[config.mk]
export PLATFORM = sky130hd
export DESIGN_NAME = noise_gate_hysteresis_hold_top_flat
export DESIGN_NICKNAME = d
export VERILOG_FILES = /design/src/hdl/ngh_pkg.sv /design/src/hdl/ngh_frame_if.sv /design/src/hdl/ngh_result_if.sv /design/src/hdl/noise_gate_hysteresis_hold_top.sv /design/src/hdl/ngh_ctrl.sv /design/src/hdl/ngh_dpath.sv /design/src/flat_wrapper.sv
export SDC_FILE = /design/constraint.sdc
export NUM_CORES = 2
export LEC_CHECK = 0
export ABC_AREA = 1
export BUFFER_PORTS_ARGS = -buffer_cell sky130_fd_sc_hd__buf_2
export CAP_MARGIN = 20
export CELL_PAD_IN_SITES_DETAIL_PLACEMENT = 2
export CELL_PAD_IN_SITES_GLOBAL_PLACEMENT = 2
export CORE_MARGIN = 1
export CORE_UTILIZATION = 40
export DETAILED_ROUTE_END_ITERATION = 10
export HOLD_SLACK_MARGIN = 0.05
export PLACE_DENSITY = 0.92
export SYNTH_ARGS = -nofsm -noshare
export SYNTH_HDL_FRONTEND = slang
export SYNTH_SLANG_ARGS = --single-unit
[constraint.sdc]
create_clock -name clk -period 9.3 [get_ports clk]
set_input_delay 0 -clock clk [delete_from_list [all_inputs] [get_ports clk]]
set_output_delay 0 -clock clk [all_outputs]
set_load 0.05 [all_outputs]
[src/hdl/ngh_pkg.sv]
package ngh_pkg;

    localparam int SAMPLE_BITS = 24;

    localparam int LEVEL_W    = 24;
    localparam int GAIN_W     = 24;
    localparam int COEF_W     = 24;
    localparam int K_W        = COEF_W + 1;
    localparam int HOLD_W     = 20;
    localparam int PHASE_W    = 3;
    localparam int CFG_IDX_W  = 3;
    localparam int CFG_DATA_W = 24;

    localparam int DOWN_SH = (SAMPLE_BITS >= 24) ? SAMPLE_BITS - 24 : 0;
    localparam int UP_SH   = (SAMPLE_BITS < 24) ? 24 - SAMPLE_BITS : 0;
    localparam int LVL_T_W = SAMPLE_BITS + UP_SH;

    localparam int MUL_A_W = (SAMPLE_BITS > 24) ? SAMPLE_BITS : 24;
    localparam int MUL_B_W = K_W;
    localparam int PROD_W  = MUL_A_W + MUL_B_W;
    localparam int SCL_W   = PROD_W - 23;
    localparam int SNAP_W  = GAIN_W + 6;

    localparam logic [GAIN_W-1:0] Q_ONE     = GAIN_W'(8388608);
    localparam logic [GAIN_W-1:0] SNAP_OPEN = GAIN_W'(8304722);
    localparam logic [K_W-1:0]    ENV_UP_C  = K_W'(2516582);
    localparam logic [K_W-1:0]    ENV_DN_C  = K_W'(16777);
    localparam logic [K_W-1:0]    K_ONE     = K_W'(16777216);
    localparam logic [PROD_W-1:0] ROUND_24  = PROD_W'(1) << 23;
    localparam logic [PROD_W-1:0] ROUND_23  = PROD_W'(1) << 22;
    localparam logic [SNAP_W-1:0] SNAP_MUL_G = SNAP_W'(50);
    localparam logic [SNAP_W-1:0] SNAP_MUL_F = SNAP_W'(51);

    localparam logic signed [SAMPLE_BITS-1:0] S_MAX = {1'b0, {(SAMPLE_BITS - 1){1'b1}}};
    localparam logic signed [SAMPLE_BITS-1:0] S_MIN = {1'b1, {(SAMPLE_BITS - 1){1'b0}}};

    localparam logic [CFG_IDX_W-1:0] CFG_GATE_ENABLE     = CFG_IDX_W'(0);
    localparam logic [CFG_IDX_W-1:0] CFG_OPEN_THRESHOLD  = CFG_IDX_W'(1);
    localparam logic [CFG_IDX_W-1:0] CFG_CLOSE_THRESHOLD = CFG_IDX_W'(2);
    localparam logic [CFG_IDX_W-1:0] CFG_FLOOR_GAIN      = CFG_IDX_W'(3);
    localparam logic [CFG_IDX_W-1:0] CFG_HOLD_SAMPLES    = CFG_IDX_W'(4);
    localparam logic [CFG_IDX_W-1:0] CFG_ATTACK_COEFF    = CFG_IDX_W'(5);
    localparam logic [CFG_IDX_W-1:0] CFG_RELEASE_COEFF   = CFG_IDX_W'(6);

    localparam logic                  RST_GATE_ENABLE     = 1'b1;
    localparam logic [LEVEL_W-1:0]    RST_OPEN_THRESHOLD  = LEVEL_W'(83886);
    localparam logic [LEVEL_W-1:0]    RST_CLOSE_THRESHOLD = LEVEL_W'(59386);
    localparam logic [GAIN_W-1:0]     RST_FLOOR_GAIN      = GAIN_W'(839);
    localparam logic [HOLD_W-1:0]     RST_HOLD_SAMPLES    = HOLD_W'(2400);
    localparam logic [COEF_W-1:0]     RST_ATTACK_COEFF    = COEF_W'(16431500);
    localparam logic [COEF_W-1:0]     RST_RELEASE_COEFF   = COEF_W'(16773721);

    typedef enum logic [PHASE_W-1:0] {
        MODE_CLOSED  = 3'd0,
        MODE_OPENING = 3'd1,
        MODE_OPEN    = 3'd2,
        MODE_HOLDING = 3'd3,
        MODE_CLOSING = 3'd4
    } mode_t;

    typedef enum logic [2:0] {
        ST_IDLE,
        ST_PREP,
        ST_ENV_MUL,
        ST_UPDATE,
        ST_RAMP,
        ST_SCALE_L,
        ST_SCALE_R,
        ST_OUT
    } ctrl_state_t;

    typedef struct packed {
        logic capture;
        logic prep;
        logic env_mul;
        logic update;
        logic ramp;
        logic scale_l;
        logic scale_r;
        logic finish;
    } cmd_t;

    typedef struct packed {
        logic enabled;
    } stat_t;

    function automatic logic [SAMPLE_BITS-1:0] abs_mag(logic signed [SAMPLE_BITS-1:0] s);
        return s[SAMPLE_BITS-1] ? SAMPLE_BITS'(-s) : SAMPLE_BITS'(s);
    endfunction

    function automatic logic [LEVEL_W-1:0] to_level(logic [SAMPLE_BITS-1:0] m);
        logic [LVL_T_W-1:0] t;
        t = LVL_T_W'(m) << UP_SH;
        return LEVEL_W'(t >> DOWN_SH);
    endfunction

    function automatic logic signed [SAMPLE_BITS-1:0] scale_sat(logic [PROD_W-1:0] prod,
                                                                logic neg);
        logic [PROD_W-1:0] sum;
        logic [SCL_W-1:0]  p;
        logic [SCL_W-1:0]  pos_max;
        logic [SCL_W-1:0]  neg_max;
        sum     = prod + ROUND_23;
        p       = SCL_W'(sum >> 23);
        neg_max = SCL_W'(1) << (SAMPLE_BITS - 1);
        pos_max = neg_max - SCL_W'(1);
        if (neg)
        begin
            return (p > neg_max) ? S_MIN : SAMPLE_BITS'(-p);
        end
        return (p > pos_max) ? S_MAX : SAMPLE_BITS'(p);
    endfunction

endpackage

[src/hdl/ngh_frame_if.sv]
interface ngh_frame_if
    import ngh_pkg::*;
();
    logic                          valid;
    logic                          ready;
    logic signed [SAMPLE_BITS-1:0] left_in;
    logic signed [SAMPLE_BITS-1:0] right_in;

    modport source (output valid, left_in, right_in, input ready);
    modport sink (input valid, left_in, right_in, output ready);
endinterface

[src/hdl/ngh_result_if.sv]
interface ngh_result_if
    import ngh_pkg::*;
();
    logic                          valid;
    logic                          ready;
    logic signed [SAMPLE_BITS-1:0] left_out;
    logic signed [SAMPLE_BITS-1:0] right_out;
    logic [PHASE_W-1:0]            gate_phase;
    logic [GAIN_W-1:0]             applied_gain;

    modport source (output valid, left_out, right_out, gate_phase, applied_gain, input ready);
    modport sink (input valid, left_out, right_out, gate_phase, applied_gain, output ready);
endinterface

[src/hdl/noise_gate_hysteresis_hold_top.sv]
// With the gate on, a frame passes the prep, envelope, update, ramp, left and right scale states
// before the output state; with the gate off it goes from capture straight to the output state.
// A frame is taken only after the last is finished; one multiplier is used four times per frame.
// A finished result waits in the output register while the next frame is taken.
// Reset is asynchronous, active low: the configuration registers take their default values,
// the envelope clears, the gate is closed at the floor gain, and no clearing pass is needed.
module noise_gate_hysteresis_hold_top
    import ngh_pkg::*;
(
    input  logic                  clk,
    input  logic                  rst_n,
    ngh_frame_if.sink             frame,
    ngh_result_if.source          result,
    input  logic                  cfg_we,
    input  logic [CFG_IDX_W-1:0]  cfg_index,
    input  logic [CFG_DATA_W-1:0] cfg_data
);

    cmd_t  cmd;
    stat_t status;

    ngh_ctrl u_ctrl (
        .clk          (clk),
        .rst_n        (rst_n),
        .frame_valid  (frame.valid),
        .frame_ready  (frame.ready),
        .result_valid (result.valid),
        .result_ready (result.ready),
        .status       (status),
        .cmd          (cmd)
    );

    ngh_dpath u_dpath (
        .clk          (clk),
        .rst_n        (rst_n),
        .cmd          (cmd),
        .status       (status),
        .left_in      (frame.left_in),
        .right_in     (frame.right_in),
        .cfg_we       (cfg_we),
        .cfg_index    (cfg_index),
        .cfg_data     (cfg_data),
        .left_out     (result.left_out),
        .right_out    (result.right_out),
        .gate_phase   (result.gate_phase),
        .applied_gain (result.applied_gain)
    );

endmodule

[src/hdl/ngh_ctrl.sv]
module ngh_ctrl
    import ngh_pkg::*;
(
    input  logic  clk,
    input  logic  rst_n,
    input  logic  frame_valid,
    output logic  frame_ready,
    output logic  result_valid,
    input  logic  result_ready,
    input  stat_t status,
    output cmd_t  cmd
);

    ctrl_state_t state_reg;
    ctrl_state_t state_next;
    logic        out_valid_reg;
    logic        out_valid_next;

    always_ff @(posedge clk or negedge rst_n)
    begin
        if (!rst_n)
        begin
            state_reg     <= ST_IDLE;
            out_valid_reg <= 1'b0;
        end
        else
        begin
            state_reg     <= state_next;
            out_valid_reg <= out_valid_next;
        end
    end

    always_comb
    begin
        state_next     = state_reg;
        cmd            = '0;
        frame_ready    = 1'b0;
        out_valid_next = out_valid_reg && !result_ready;
        unique case (state_reg)
            ST_IDLE:
            begin
                frame_ready = 1'b1;
                if (frame_valid)
                begin
                    cmd.capture = 1'b1;
                    state_next  = status.enabled ? ST_PREP : ST_OUT;
                end
            end
            ST_PREP:
            begin
                cmd.prep   = 1'b1;
                state_next = ST_ENV_MUL;
            end
            ST_ENV_MUL:
            begin
                cmd.env_mul = 1'b1;
                state_next  = ST_UPDATE;
            end
            ST_UPDATE:
            begin
                cmd.update = 1'b1;
                state_next = ST_RAMP;
            end
            ST_RAMP:
            begin
                cmd.ramp   = 1'b1;
                state_next = ST_SCALE_L;
            end
            ST_SCALE_L:
            begin
                cmd.scale_l = 1'b1;
                state_next  = ST_SCALE_R;
            end
            ST_SCALE_R:
            begin
                cmd.scale_r = 1'b1;
                state_next  = ST_OUT;
            end
            ST_OUT:
            begin
                if (!out_valid_reg || result_ready)
                begin
                    cmd.finish     = 1'b1;
                    out_valid_next = 1'b1;
                    state_next     = ST_IDLE;
                end
            end
            default:
            begin
                state_next = ST_IDLE;
            end
        endcase
    end

    assign result_valid = out_valid_reg;

endmodule

[src/hdl/ngh_dpath.sv]
module ngh_dpath
    import ngh_pkg::*;
(
    input  logic                          clk,
    input  logic                          rst_n,
    input  cmd_t                          cmd,
    output stat_t                         status,
    input  logic signed [SAMPLE_BITS-1:0] left_in,
    input  logic signed [SAMPLE_BITS-1:0] right_in,
    input  logic                          cfg_we,
    input  logic [CFG_IDX_W-1:0]          cfg_index,
    input  logic [CFG_DATA_W-1:0]         cfg_data,
    output logic signed [SAMPLE_BITS-1:0] left_out,
    output logic signed [SAMPLE_BITS-1:0] right_out,
    output logic [PHASE_W-1:0]            gate_phase,
    output logic [GAIN_W-1:0]             applied_gain
);

    logic                en_reg;
    logic [LEVEL_W-1:0]  open_thr_reg;
    logic [LEVEL_W-1:0]  close_thr_reg;
    logic [GAIN_W-1:0]   floor_reg;
    logic [HOLD_W-1:0]   hold_len_reg;
    logic [COEF_W-1:0]   attack_reg;
    logic [COEF_W-1:0]   release_reg;

    logic [LEVEL_W-1:0]  env_reg;
    logic [LEVEL_W-1:0]  env_next;
    logic [GAIN_W-1:0]   gain_reg;
    logic [GAIN_W-1:0]   gain_next;
    mode_t               mode_reg;
    mode_t               mode_next;
    logic [HOLD_W-1:0]   hold_reg;
    logic [HOLD_W-1:0]   hold_next;
    logic                ramp_open_reg;
    logic                ramp_close_reg;

    logic signed [SAMPLE_BITS-1:0] left_reg;
    logic signed [SAMPLE_BITS-1:0] right_reg;
    logic [SAMPLE_BITS-1:0]        lmag_reg;
    logic [SAMPLE_BITS-1:0]        rmag_reg;
    logic [LEVEL_W-1:0]            level_reg;
    logic [LEVEL_W-1:0]            ediff_reg;
    logic                          env_up_reg;
    logic [GAIN_W-1:0]             gdiff_reg;
    logic                          gup_reg;
    logic [K_W-1:0]                kco_reg;
    logic [PROD_W-1:0]             prod_reg;
    logic signed [SAMPLE_BITS-1:0] sl_reg;
    logic signed [SAMPLE_BITS-1:0] lo_reg;
    logic signed [SAMPLE_BITS-1:0] ro_reg;
    mode_t                         phase_reg;
    logic [GAIN_W-1:0]             ag_reg;

    logic [SAMPLE_BITS-1:0] lmag;
    logic [SAMPLE_BITS-1:0] rmag;
    logic [LEVEL_W-1:0]     level;
    logic [GAIN_W-1:0]      gain_target;
    logic [COEF_W-1:0]      ramp_coef;
    logic [MUL_A_W-1:0]     mul_a;
    logic [MUL_B_W-1:0]     mul_b;
    logic [PROD_W-1:0]      product;
    logic [PROD_W-1:0]      env_sum;
    logic [LEVEL_W-1:0]     env_step;
    logic [LEVEL_W-1:0]     env_new;
    mode_t                  mode_upd;
    logic [HOLD_W-1:0]      hold_upd;
    logic                   ramp_open_upd;
    logic                   ramp_close_upd;
    logic [PROD_W-1:0]      ramp_sum;
    logic [K_W-1:0]         ramp_step;
    logic [GAIN_W-1:0]      ramped;
    mode_t                  mode_ramp;
    logic [GAIN_W-1:0]      gain_ramp;

    assign status.enabled = en_reg;

    // Capture: magnitudes and the Q1.23 level of the louder channel.
    always_comb
    begin
        lmag  = abs_mag(left_in);
        rmag  = abs_mag(right_in);
        level = to_level((lmag > rmag) ? lmag : rmag);
    end

    always_comb
    begin
        if (mode_reg == MODE_OPENING)
        begin
            gain_target = Q_ONE;
            ramp_coef   = attack_reg;
        end
        else
        begin
            gain_target = floor_reg;
            ramp_coef   = release_reg;
        end
    end

    // The one shared multiplier serves the envelope, the gain ramp and both samples.
    always_comb
    begin
        mul_a = '0;
        mul_b = '0;
        if (cmd.env_mul)
        begin
            mul_a = MUL_A_W'(ediff_reg);
            mul_b = env_up_reg ? ENV_UP_C : ENV_DN_C;
        end
        else if (cmd.update)
        begin
            mul_a = MUL_A_W'(gdiff_reg);
            mul_b = kco_reg;
        end
        else if (cmd.scale_l)
        begin
            mul_a = MUL_A_W'(lmag_reg);
            mul_b = MUL_B_W'(gain_reg);
        end
        else if (cmd.scale_r)
        begin
            mul_a = MUL_A_W'(rmag_reg);
            mul_b = MUL_B_W'(gain_reg);
        end
        product = PROD_W'(mul_a) * PROD_W'(mul_b);
    end

    always_comb
    begin
        env_sum        = prod_reg + ROUND_24;
        env_step       = LEVEL_W'(env_sum >> 24);
        env_new        = env_up_reg ? env_reg + env_step : env_reg - env_step;
        mode_upd       = mode_reg;
        hold_upd       = hold_reg;
        ramp_open_upd  = 1'b0;
        ramp_close_upd = 1'b0;
        unique case (mode_reg)
            MODE_OPENING:
            begin
                ramp_open_upd = 1'b1;
            end
            MODE_OPEN:
            begin
                if (env_new < close_thr_reg)
                begin
                    mode_upd = MODE_HOLDING;
                    hold_upd = hold_len_reg;
                end
            end
            MODE_HOLDING:
            begin
                if (env_new >= open_thr_reg)
                begin
                    mode_upd = MODE_OPEN;
                end
                else if (hold_reg != '0)
                begin
                    hold_upd = hold_reg - HOLD_W'(1);
                end
                else
                begin
                    mode_upd = MODE_CLOSING;
                end
            end
            MODE_CLOSING:
            begin
                if (env_new >= open_thr_reg)
                begin
                    mode_upd = MODE_OPENING;
                end
                else
                begin
                    ramp_close_upd = 1'b1;
                end
            end
            default:
            begin
                mode_upd = (env_new >= open_thr_reg) ? MODE_OPENING : MODE_CLOSED;
            end
        endcase
    end

    // A step that rounds to zero still moves the gain one LSB toward its target.
    always_comb
    begin
        ramp_sum  = prod_reg + ROUND_24;
        ramp_step = K_W'(ramp_sum >> 24);
        if (ramp_step == '0 && (!gup_reg || gdiff_reg != '0))
        begin
            ramp_step = K_W'(1);
        end
        ramped    = gup_reg ? GAIN_W'({1'b0, gain_reg} + ramp_step)
                            : GAIN_W'({1'b0, gain_reg} - ramp_step);
        gain_ramp = gain_reg;
        mode_ramp = mode_reg;
        if (ramp_open_reg)
        begin
            if (ramped >= SNAP_OPEN)
            begin
                gain_ramp = Q_ONE;
                mode_ramp = MODE_OPEN;
            end
            else
            begin
                gain_ramp = ramped;
            end
        end
        else if (ramp_close_reg)
        begin
            if (SNAP_W'(ramped) * SNAP_MUL_G <= SNAP_W'(floor_reg) * SNAP_MUL_F)
            begin
                gain_ramp = floor_reg;
                mode_ramp = MODE_CLOSED;
            end
            else
            begin
                gain_ramp = ramped;
            end
        end
    end

    always_comb
    begin
        env_next  = cmd.update ? env_new : env_reg;
        hold_next = cmd.update ? hold_upd : hold_reg;
        gain_next = cmd.ramp ? gain_ramp : gain_reg;
        if (cmd.update)
        begin
            mode_next = mode_upd;
        end
        else if (cmd.ramp)
        begin
            mode_next = mode_ramp;
        end
        else
        begin
            mode_next = mode_reg;
        end
    end

    always_ff @(posedge clk or negedge rst_n)
    begin
        if (!rst_n)
        begin
            en_reg         <= RST_GATE_ENABLE;
            open_thr_reg   <= RST_OPEN_THRESHOLD;
            close_thr_reg  <= RST_CLOSE_THRESHOLD;
            floor_reg      <= RST_FLOOR_GAIN;
            hold_len_reg   <= RST_HOLD_SAMPLES;
            attack_reg     <= RST_ATTACK_COEFF;
            release_reg    <= RST_RELEASE_COEFF;
            env_reg        <= '0;
            gain_reg       <= RST_FLOOR_GAIN;
            mode_reg       <= MODE_CLOSED;
            hold_reg       <= '0;
            ramp_open_reg  <= 1'b0;
            ramp_close_reg <= 1'b0;
        end
        else
        begin
            if (cfg_we)
            begin
                unique case (cfg_index)
                    CFG_GATE_ENABLE:     en_reg        <= cfg_data[0];
                    CFG_OPEN_THRESHOLD:  open_thr_reg  <= LEVEL_W'(cfg_data);
                    CFG_CLOSE_THRESHOLD: close_thr_reg <= LEVEL_W'(cfg_data);
                    CFG_FLOOR_GAIN:      floor_reg     <= GAIN_W'(cfg_data);
                    CFG_HOLD_SAMPLES:    hold_len_reg  <= HOLD_W'(cfg_data);
                    CFG_ATTACK_COEFF:    attack_reg    <= COEF_W'(cfg_data);
                    CFG_RELEASE_COEFF:   release_reg   <= COEF_W'(cfg_data);
                    default:
                    begin
                    end
                endcase
            end
            env_reg  <= env_next;
            gain_reg <= gain_next;
            mode_reg <= mode_next;
            hold_reg <= hold_next;
            if (cmd.update)
            begin
                ramp_open_reg  <= ramp_open_upd;
                ramp_close_reg <= ramp_close_upd;
            end
        end
    end

    always_ff @(posedge clk)
    begin
        if (cmd.capture)
        begin
            left_reg  <= left_in;
            right_reg <= right_in;
            lmag_reg  <= lmag;
            rmag_reg  <= rmag;
            level_reg <= level;
        end
        if (cmd.prep)
        begin
            env_up_reg <= level_reg > env_reg;
            ediff_reg  <= (level_reg > env_reg) ? level_reg - env_reg : env_reg - level_reg;
            gup_reg    <= gain_target >= gain_reg;
            gdiff_reg  <= (gain_target >= gain_reg) ? gain_target - gain_reg
                                                    : gain_reg - gain_target;
            kco_reg    <= K_ONE - K_W'(ramp_coef);
        end
        if (cmd.env_mul || cmd.update || cmd.scale_l || cmd.scale_r)
        begin
            prod_reg <= product;
        end
        if (cmd.scale_r)
        begin
            sl_reg <= scale_sat(prod_reg, left_reg[SAMPLE_BITS-1]);
        end
        if (cmd.finish)
        begin
            phase_reg <= mode_reg;
            if (en_reg)
            begin
                lo_reg <= sl_reg;
                ro_reg <= scale_sat(prod_reg, right_reg[SAMPLE_BITS-1]);
                ag_reg <= gain_reg;
            end
            else
            begin
                lo_reg <= left_reg;
                ro_reg <= right_reg;
                ag_reg <= Q_ONE;
            end
        end
    end

    assign left_out     = lo_reg;
    assign right_out    = ro_reg;
    assign gate_phase   = phase_reg;
    assign applied_gain = ag_reg;

endmodule

[src/flat_wrapper.sv]
// flat-port wrapper written by rule: the top's interface ports become plain ports
module noise_gate_hysteresis_hold_top_flat import ngh_pkg::*;
  (clk, rst_n, cfg_we, cfg_index, cfg_data, frame_valid, frame_left_in, frame_right_in, frame_ready, result_valid, result_left_out, result_right_out, result_gate_phase, result_applied_gain, result_ready);
  ngh_frame_if frame_i ();
  ngh_result_if result_i ();
  input  logic clk;
  input  logic rst_n;
  input  logic cfg_we;
  input  logic [CFG_IDX_W-1:0] cfg_index;
  input  logic [CFG_DATA_W-1:0] cfg_data;
  input wire logic [$bits(frame_i.valid)-1:0] frame_valid;
  input wire logic [$bits(frame_i.left_in)-1:0] frame_left_in;
  input wire logic [$bits(frame_i.right_in)-1:0] frame_right_in;
  output wire logic [$bits(frame_i.ready)-1:0] frame_ready;
  output wire logic [$bits(result_i.valid)-1:0] result_valid;
  output wire logic [$bits(result_i.left_out)-1:0] result_left_out;
  output wire logic [$bits(result_i.right_out)-1:0] result_right_out;
  output wire logic [$bits(result_i.gate_phase)-1:0] result_gate_phase;
  output wire logic [$bits(result_i.applied_gain)-1:0] result_applied_gain;
  input wire logic [$bits(result_i.ready)-1:0] result_ready;
  assign frame_i.valid = frame_valid;
  assign frame_i.left_in = frame_left_in;
  assign frame_i.right_in = frame_right_in;
  assign frame_ready = frame_i.ready;
  assign result_valid = result_i.valid;
  assign result_left_out = result_i.left_out;
  assign result_right_out = result_i.right_out;
  assign result_gate_phase = result_i.gate_phase;
  assign result_applied_gain = result_i.applied_gain;
  assign result_i.ready = result_ready;
  noise_gate_hysteresis_hold_top u_core (.clk(clk), .rst_n(rst_n), .frame(frame_i), .result(result_i), .cfg_we(cfg_we), .cfg_index(cfg_index), .cfg_data(cfg_data));
endmodule
* After elaboration in Yosys (flattened, before gate mapping)
Index checks and enable logic that the tools add are counted.
Word-level totals: bits in registers 561, bits in latches 0, RAM bits 0, bits in read-only memories 0, bits of input ports 80, output and inout port bits 77, word-level logic and storage cells 188, memories 0
Cells by class: add/sub/neg operators 15, multiply operators 3, div/mod/pow operators 0, magnitude comparators 9, equal/unequal tests 27, shift-type cells 0, multiplexer cells 72, bitwise gates (word level) 0, reductions and logical operators 31
Operator list (count):
- two-way mux 24 bit | 28
- subtractor 24 bit | 6
- negator 24 bit | 3
- two-way mux 20 bit | 3
- two-way mux 25 bit | 2
- adder 49 x 23 -> 49 bit (second input constant) | 1
- adder 49 x 24 -> 49 bit (second input constant) | 1
- multiplier 24 x 25 -> 49 bit | 1
- adder 24 bit | 2
- greater-or-equal comparator 24 bit | 2
- greater-than comparator 24 bit | 2
- case mux 20 bit (2 select lines) | 1
- two-way mux 3 bit | 13
- <= comparator 30 bit | 1
- multiplier 24 x 6 -> 30 bit (second input constant) | 1
- multiplier 24 x 5 -> 29 bit (second input constant) | 1
- greater-than comparator 26 x 23 -> 1 bit (second input constant) | 1
- greater-than comparator 26 x 24 -> 1 bit (second input constant) | 1
- logical NOT 25 bit | 1
- subtractor 25 x 24 -> 25 bit (first input constant) | 1
- == test 3 bit (second input constant) | 8
- greater-or-equal comparator 24 x 23 -> 1 bit (second input constant) | 1
- < comparator 24 bit | 1
- case mux 3 bit (8 select lines) | 1
- 21 further kinds | 74

* Longest topological paths before layout
word-level depth 13, depth in mapped cells 66, mapped depth without buffers 64

* Cells and area by module
A second synthesis with hierarchy kept.
Unflattened totals: cell total of the unflattened synthesis 7289, area, all modules 59316.9 sq um
By module, submodules not included:
- ngh_dpath | instances 1, cells each 7233, area an instance 58947.8 sq um, sequential area each 15021.9 sq um
- ngh_ctrl | instances 1, cells each 56, area an instance 369.1 sq um, sequential area each 100.1 sq um

* Least setup slack after synthesis
OpenSTA, ideal clock, no wires.
path type register -> register, start register u_core.u_dpath.prod_reg[23], end register u_core.u_dpath.gain_reg[10], library setup time 0.117 ns, data arrival time 8.347 ns, data required time 9.183 ns, slack 0.836 ns, cell stages (with the launch flop) 58, buffers on the path 1, period minus slack after synthesis 8.464 ns, cell sequence edfxtp_1 > ha_1 > or2_2 > nand2_1 > ha_1 > nand2_2 > nor3_2 > nand2_2 > nor2_4 > nand2_4 > nand3_1 > ha_1 > nand4_1 > nor2_1 > nand3_1 > nand2_1 > xor2_1 > ha_1 > [... 22 more ...] > nand3_1 > nand2_1 > nand3_1 > nand2_1 > xor2_1 > ha_1 > nand4_1 > nor3_1 > a21oi_1 > nand2_1 > nand2_1 > inv_1 > clkbuf_1 > nand2_1 > o211ai_1 > nand2_1 > nand2_1 > nand2_1
On the way: word-level cells in the longest chain between the ends 11, elaborated cells on any way between the ends 14, those cells by class add/sub: 3; mul: 1; order compare: 2; mux: 6; reduce/logical: 2
RTL lines:
- start: declaration | RTL line ngh_dpath.sv:48 | logic [PROD_W-1:0] prod_reg;
- start signal: assignment | RTL line ngh_dpath.sv:309 | prod_reg <= product;
- adder 49 x 24 -> 49 bit (*) | RTL line ngh_dpath.sv:186 | ramp_sum = prod_reg + ROUND_24;
- logical NOT 25 bit | RTL line ngh_dpath.sv:188 | if (ramp_step == '0 && (!gup_reg || gdiff_reg != '0))
- logical AND 1 bit | RTL line ngh_dpath.sv:188
- two-way mux 24 bit (*) | RTL line ngh_dpath.sv:188
- subtractor 24 bit or adder 24 bit (tied branches) | RTL line ngh_dpath.sv:193, ngh_dpath.sv:192
- two-way mux 24 bit (*) | RTL line ngh_dpath.sv:192 | ramped = gup_reg ? GAIN_W'({1'b0, gain_reg} + ramp_step)
- multiplier 24 x 5 -> 29 bit | RTL line ngh_dpath.sv:210 | if (SNAP_W'(ramped) * SNAP_MUL_G <= SNAP_W'(floor_reg) * SNAP_MUL_F)
- <= comparator 30 bit | RTL line ngh_dpath.sv:210
- two-way mux 24 bit | RTL line ngh_dpath.sv:210
- two-way mux 24 bit | RTL line ngh_dpath.sv:208 | else if (ramp_close_reg)
- two-way mux 24 bit (*) | RTL line ngh_dpath.sv:196 | if (ramp_open_reg)
- end signal: assignment | RTL line ngh_dpath.sv:277 | gain_reg <= gain_next;
- end: declaration | RTL line ngh_dpath.sv:29 | logic [GAIN_W-1:0] gain_reg;
Mark *: on every way between the ends. The rest lies on a longest branch, timed or not. The select of a mux whose other input is x is not followed. A chain may end at the register's enable or synchronous reset.

* Worst setup path after layout
start register u_core.u_dpath.prod_reg[32], end register u_core.u_dpath.gain_reg[19]
The elaborated chain is that of the path after synthesis.

==> results list <==
- The flow ran to the end, but the final reports show violations.
* Violated checks: negative setup slack
* Clock tree from TritonCTS: done
* Portion of the clock cycle consumed by the worst path in the final layout: 110%
* GR Overflow Total: 0
- Clock tree synthesis inserted a total of 70 buffers.
* Vias after detailed routing: 68414
* Sort of element at the start of the critical path: register
- Total of max-cap violations: 0
* Post-route standard cell area excluding fillers: 71600 um^2
* Number of primary I/O pins: 157
- Final worst setup slack: -0.971 ns
- The floorplan step defined a core boundary enclosing 152000 um^2.
* Cell with the biggest individual delay on the critical path: sky130_fd_sc_hd__edfxtp_1
* Arrival @ worst endpoint: 10.85 ns
- Final Hold Violating Endpoints: 0
* Max FFs per register: 27
- Overall die height: 394 um
* Ratio of routed vias to standard cells: 6.65
- In this run, synthesis inferred 319 flip-flops with an integrated enable.
* Die Area: 155000 um^2
- The number of antenna violations at the first check in global routing was 55.
- Number of port buffers: 156
- Entering global routing, the biggest net connects 76 pins.
- By area the synthesized netlist is led by sky130_fd_sc_hd__fa_1, sky130_fd_sc_hd__edfxtp_1, sky130_fd_sc_hd__ha_1.
* Deepest clock path buffer count: 3
- Total number of clock tree sinks: 537
- Measured against its own limit, the worst slew margin works out to 7.11%.
- In the synthesized netlist the async set-or-reset flop fraction comes to 40.6%.
- After synthesis, the mean cell area works out to 7.95 um^2.
- Worst-Skew Late Latency: 0.76 ns
- The routed design has 402000 um of wire.
- Of the synthesized area, sequential elements account for 24.6%.
* Detailed-router iteration count before antenna repair: 6
- Top_reg_cell synth: sky130_fd_sc_hd__edfxtp_1
- Clock-pin slew was measured on the worst setup and hold paths at 0.08 ns.
- Global routing used 71.8% of the available met2 tracks.
* Busiest layer in global routing: met2
* Number of placement rows: 143
- Global-route met3 utilization: 12.9%
- Die X: 394 um
- Final #Nets: 9376
- Largest area contributor in the netlist: sky130_fd_sc_hd__fa_1
- After synthesis, the netlist uses 77 different library cells.
- The via count of the first global-routing pass is 71306.
* Area share of the leading cell type in the synthesized netlist: 18.5%
- Among all cell types in the netlist, the one instantiated most often is sky130_fd_sc_hd__nand2_1.
* Combined area of all synthesized cells: 61400 um^2
- The final number of max-transition violations came to 0.
- DRC errors left: 0
- Fraction of layout cells with a size suffix above 1: 13.8%
- RSZ-0062 raised after global routing: yes
- At the pin with the least slew margin, the transition time is 1.39 ns.
- HPWL after detailed placement: 250000 um
- The placed instances occupy a cell area of 65800 um^2.
- Static timing analysis puts the maximum clock frequency at 97.4 MHz.
* Number of H-tree levels: 3
- Met1 usage: 49.1%
- Across the routed clock network, the largest skew measured is 0.0680 ns.
- The smallest clock period supported by the final layout is computed as 10.27 ns.
* Number of warnings reported in the yosys synthesis log: 0
- After synthesis the netlist holds a flip-flop and latch count of 537.
* Net Count, Synth: 8940
- Overall track demand over capacity in global routing: 44.6%
- Synth cell count leaders: sky130_fd_sc_hd__nand2_1, sky130_fd_sc_hd__inv_1, sky130_fd_sc_hd__nor2_1, sky130_fd_sc_hd__fa_1, sky130_fd_sc_hd__ha_1
- Once detail routing completed, the nets flagged for antenna violations numbered 0.
* Initial core utilization: 40.4%
* Worst-path maximum fanout: 7
- DR WL/cell: 39.0 um
- Synthesized instance count: 7728
- Hold/Removal Path Class: input port to register
- Setup violators final: 73
- The detailed router finished its first iteration with 8148 violations.
- Relative to the synthesized area, the layout overhead comes to 16.5%.
* Clock root buffer: sky130_fd_sc_hd__clkbuf_16
- Path type of the worst setup path: register to register
- The first global-routing pass estimated 507000 um of wire.
- Endpoint kind of the worst setup timing path: register
* Maximum single-stage delay on the critical path: 0.56 ns
* CP Data Required Time: 9.88 ns
- Routability-driven placement finished with a final weighted congestion of 0.969.
==> cells by family (layout without fill, tap and decap cells) <==
logic type               count (synthesis)  count (layout)  share of synthesized area, %
AO/OA/AOI/OAI                         1092            1092                          9.98
XOR/XNOR                               323             323                          4.68
adder cells (fa/ha/maj)               1132            1132                          30.0
buffers and inverters                 1674            2168                          10.4
flip-flops                             537             537                          24.6
multiplexers                            11              11                         0.181
other                                    0              37                             0
AND/OR/NAND/NOR                       2959            2959                          20.1
==> layout by cell type, fill, tap and decap left out, drive strengths merged, types with 8 or more instances in the layout <==
master / count
a211oi: 15
a21boi: 11
a21o: 19
a21oi: 377
a221oi: 12
a31oi: 41
buf: 510
clkbuf: 98
clkinv: 35
clkinvlp: 29
dfrtp: 148
dfstp: 70
diode: 37
dlygate4sd3: 85
edfxtp: 319
fa: 567
ha: 565
inv: 1408
mux2i: 10
nand2: 1882
nand3: 278
nand3b: 8
nand4: 53
nor2: 631
nor3: 55
nor4: 30
o211ai: 33
o21a: 30
o21ai: 481
o21bai: 14
o221ai: 12
o22a: 8
o31ai: 16
or2: 11
xnor2: 93
xor2: 230
==> per-stage QoR <==
step,setup WS [ns],TNS (ns),hold slack [ns],utilization [%],std cells
after floorplan,0.836,0,-0.296,-,7728
after global placement,-0.0293,-0.0425,0.0303,43.2,9924
after detailed placement,-0.901,-23.66,0.0351,43.2,9925
after CTS,0.00862,0,0.0612,45.7,10161
after global routing,-1.15,-42.92,0.0545,47.0,10257
final,-0.971,-41.12,0.0524,47.0,10289
==> layer usage <==
layer	part of all wire (%)	up-vias	routed length [um]
met5	0.17	-	673
met2	44	6179	175000
met4	12	62	49200
met3	12	3166	48300
met1	32	33726	128000
li1	-	25281	-
==> worst paths after layout <==
check	slack [ns]	endpoint	start	cells past startpoint
setup / recovery	-0.97	u_core.u_dpath.gain_reg[19]$_DFFE_PN0P_	u_core.u_dpath.prod_reg[32]$_DFFE_PP_	59
hold / removal	0.05	u_core.u_dpath.left_reg[9]$_DFFE_PP_	frame_left_in[9]	2
setup reg to reg	-0.97	u_core.u_dpath.gain_reg[19]$_DFFE_PN0P_	u_core.u_dpath.prod_reg[32]$_DFFE_PP_	59
hold reg to reg	0.50	u_core.u_dpath.close_thr_reg[0]$_DFFE_PN0P_	u_core.u_dpath.close_thr_reg[0]$_DFFE_PN0P_	2
max in group asynchronous	7.67	u_core.u_ctrl.state_reg[0]$_DFFE_PN0P_	rst_n	4
min in group asynchronous	0.51	u_core.u_dpath.close_thr_reg[14]$_DFFE_PN1P_	rst_n	3
==> worst max-delay path: cells and delay by family, from the launching register on <==
family,cells,cell delay (ns)
buf+inv,16,2.00
flops,1,0.56
compound gates,6,1.11
xor+xnor,3,0.70
fa+ha+maj,7,2.21
simple gates,27,3.51
==> final cells by class <==
cell class | instances | area [um^2]
Clock buffer | 98 | 1940
Multi-Input combinational cell | 5517 | 41400
Sequential cell | 537 | 15100
Antenna cell | 37 | 92.6
Timing Repair inverter | 1 | 7.51
Tap cell | 2030 | 2540
Timing Repair Buffer | 595 | 4580
Inverter | 1442 | 5520
Fill cell | 16776 | 80500
Clock inverter | 32 | 317
==> timing repair <==
item                                    in CTS  in global routing
gates cloned                                 0                  1
hold endpoints to repair                   330                  0
setup buffers                               20                 88
endpoints found under the setup margin      50                 65
hold buffers                                86                  0
pin swaps                                   23                108
gates resized for setup                     93                279
Power is left out: the tool's default activity adds up to more than one toggle a clock period on the data nets, which glitch-free logic cannot reach.
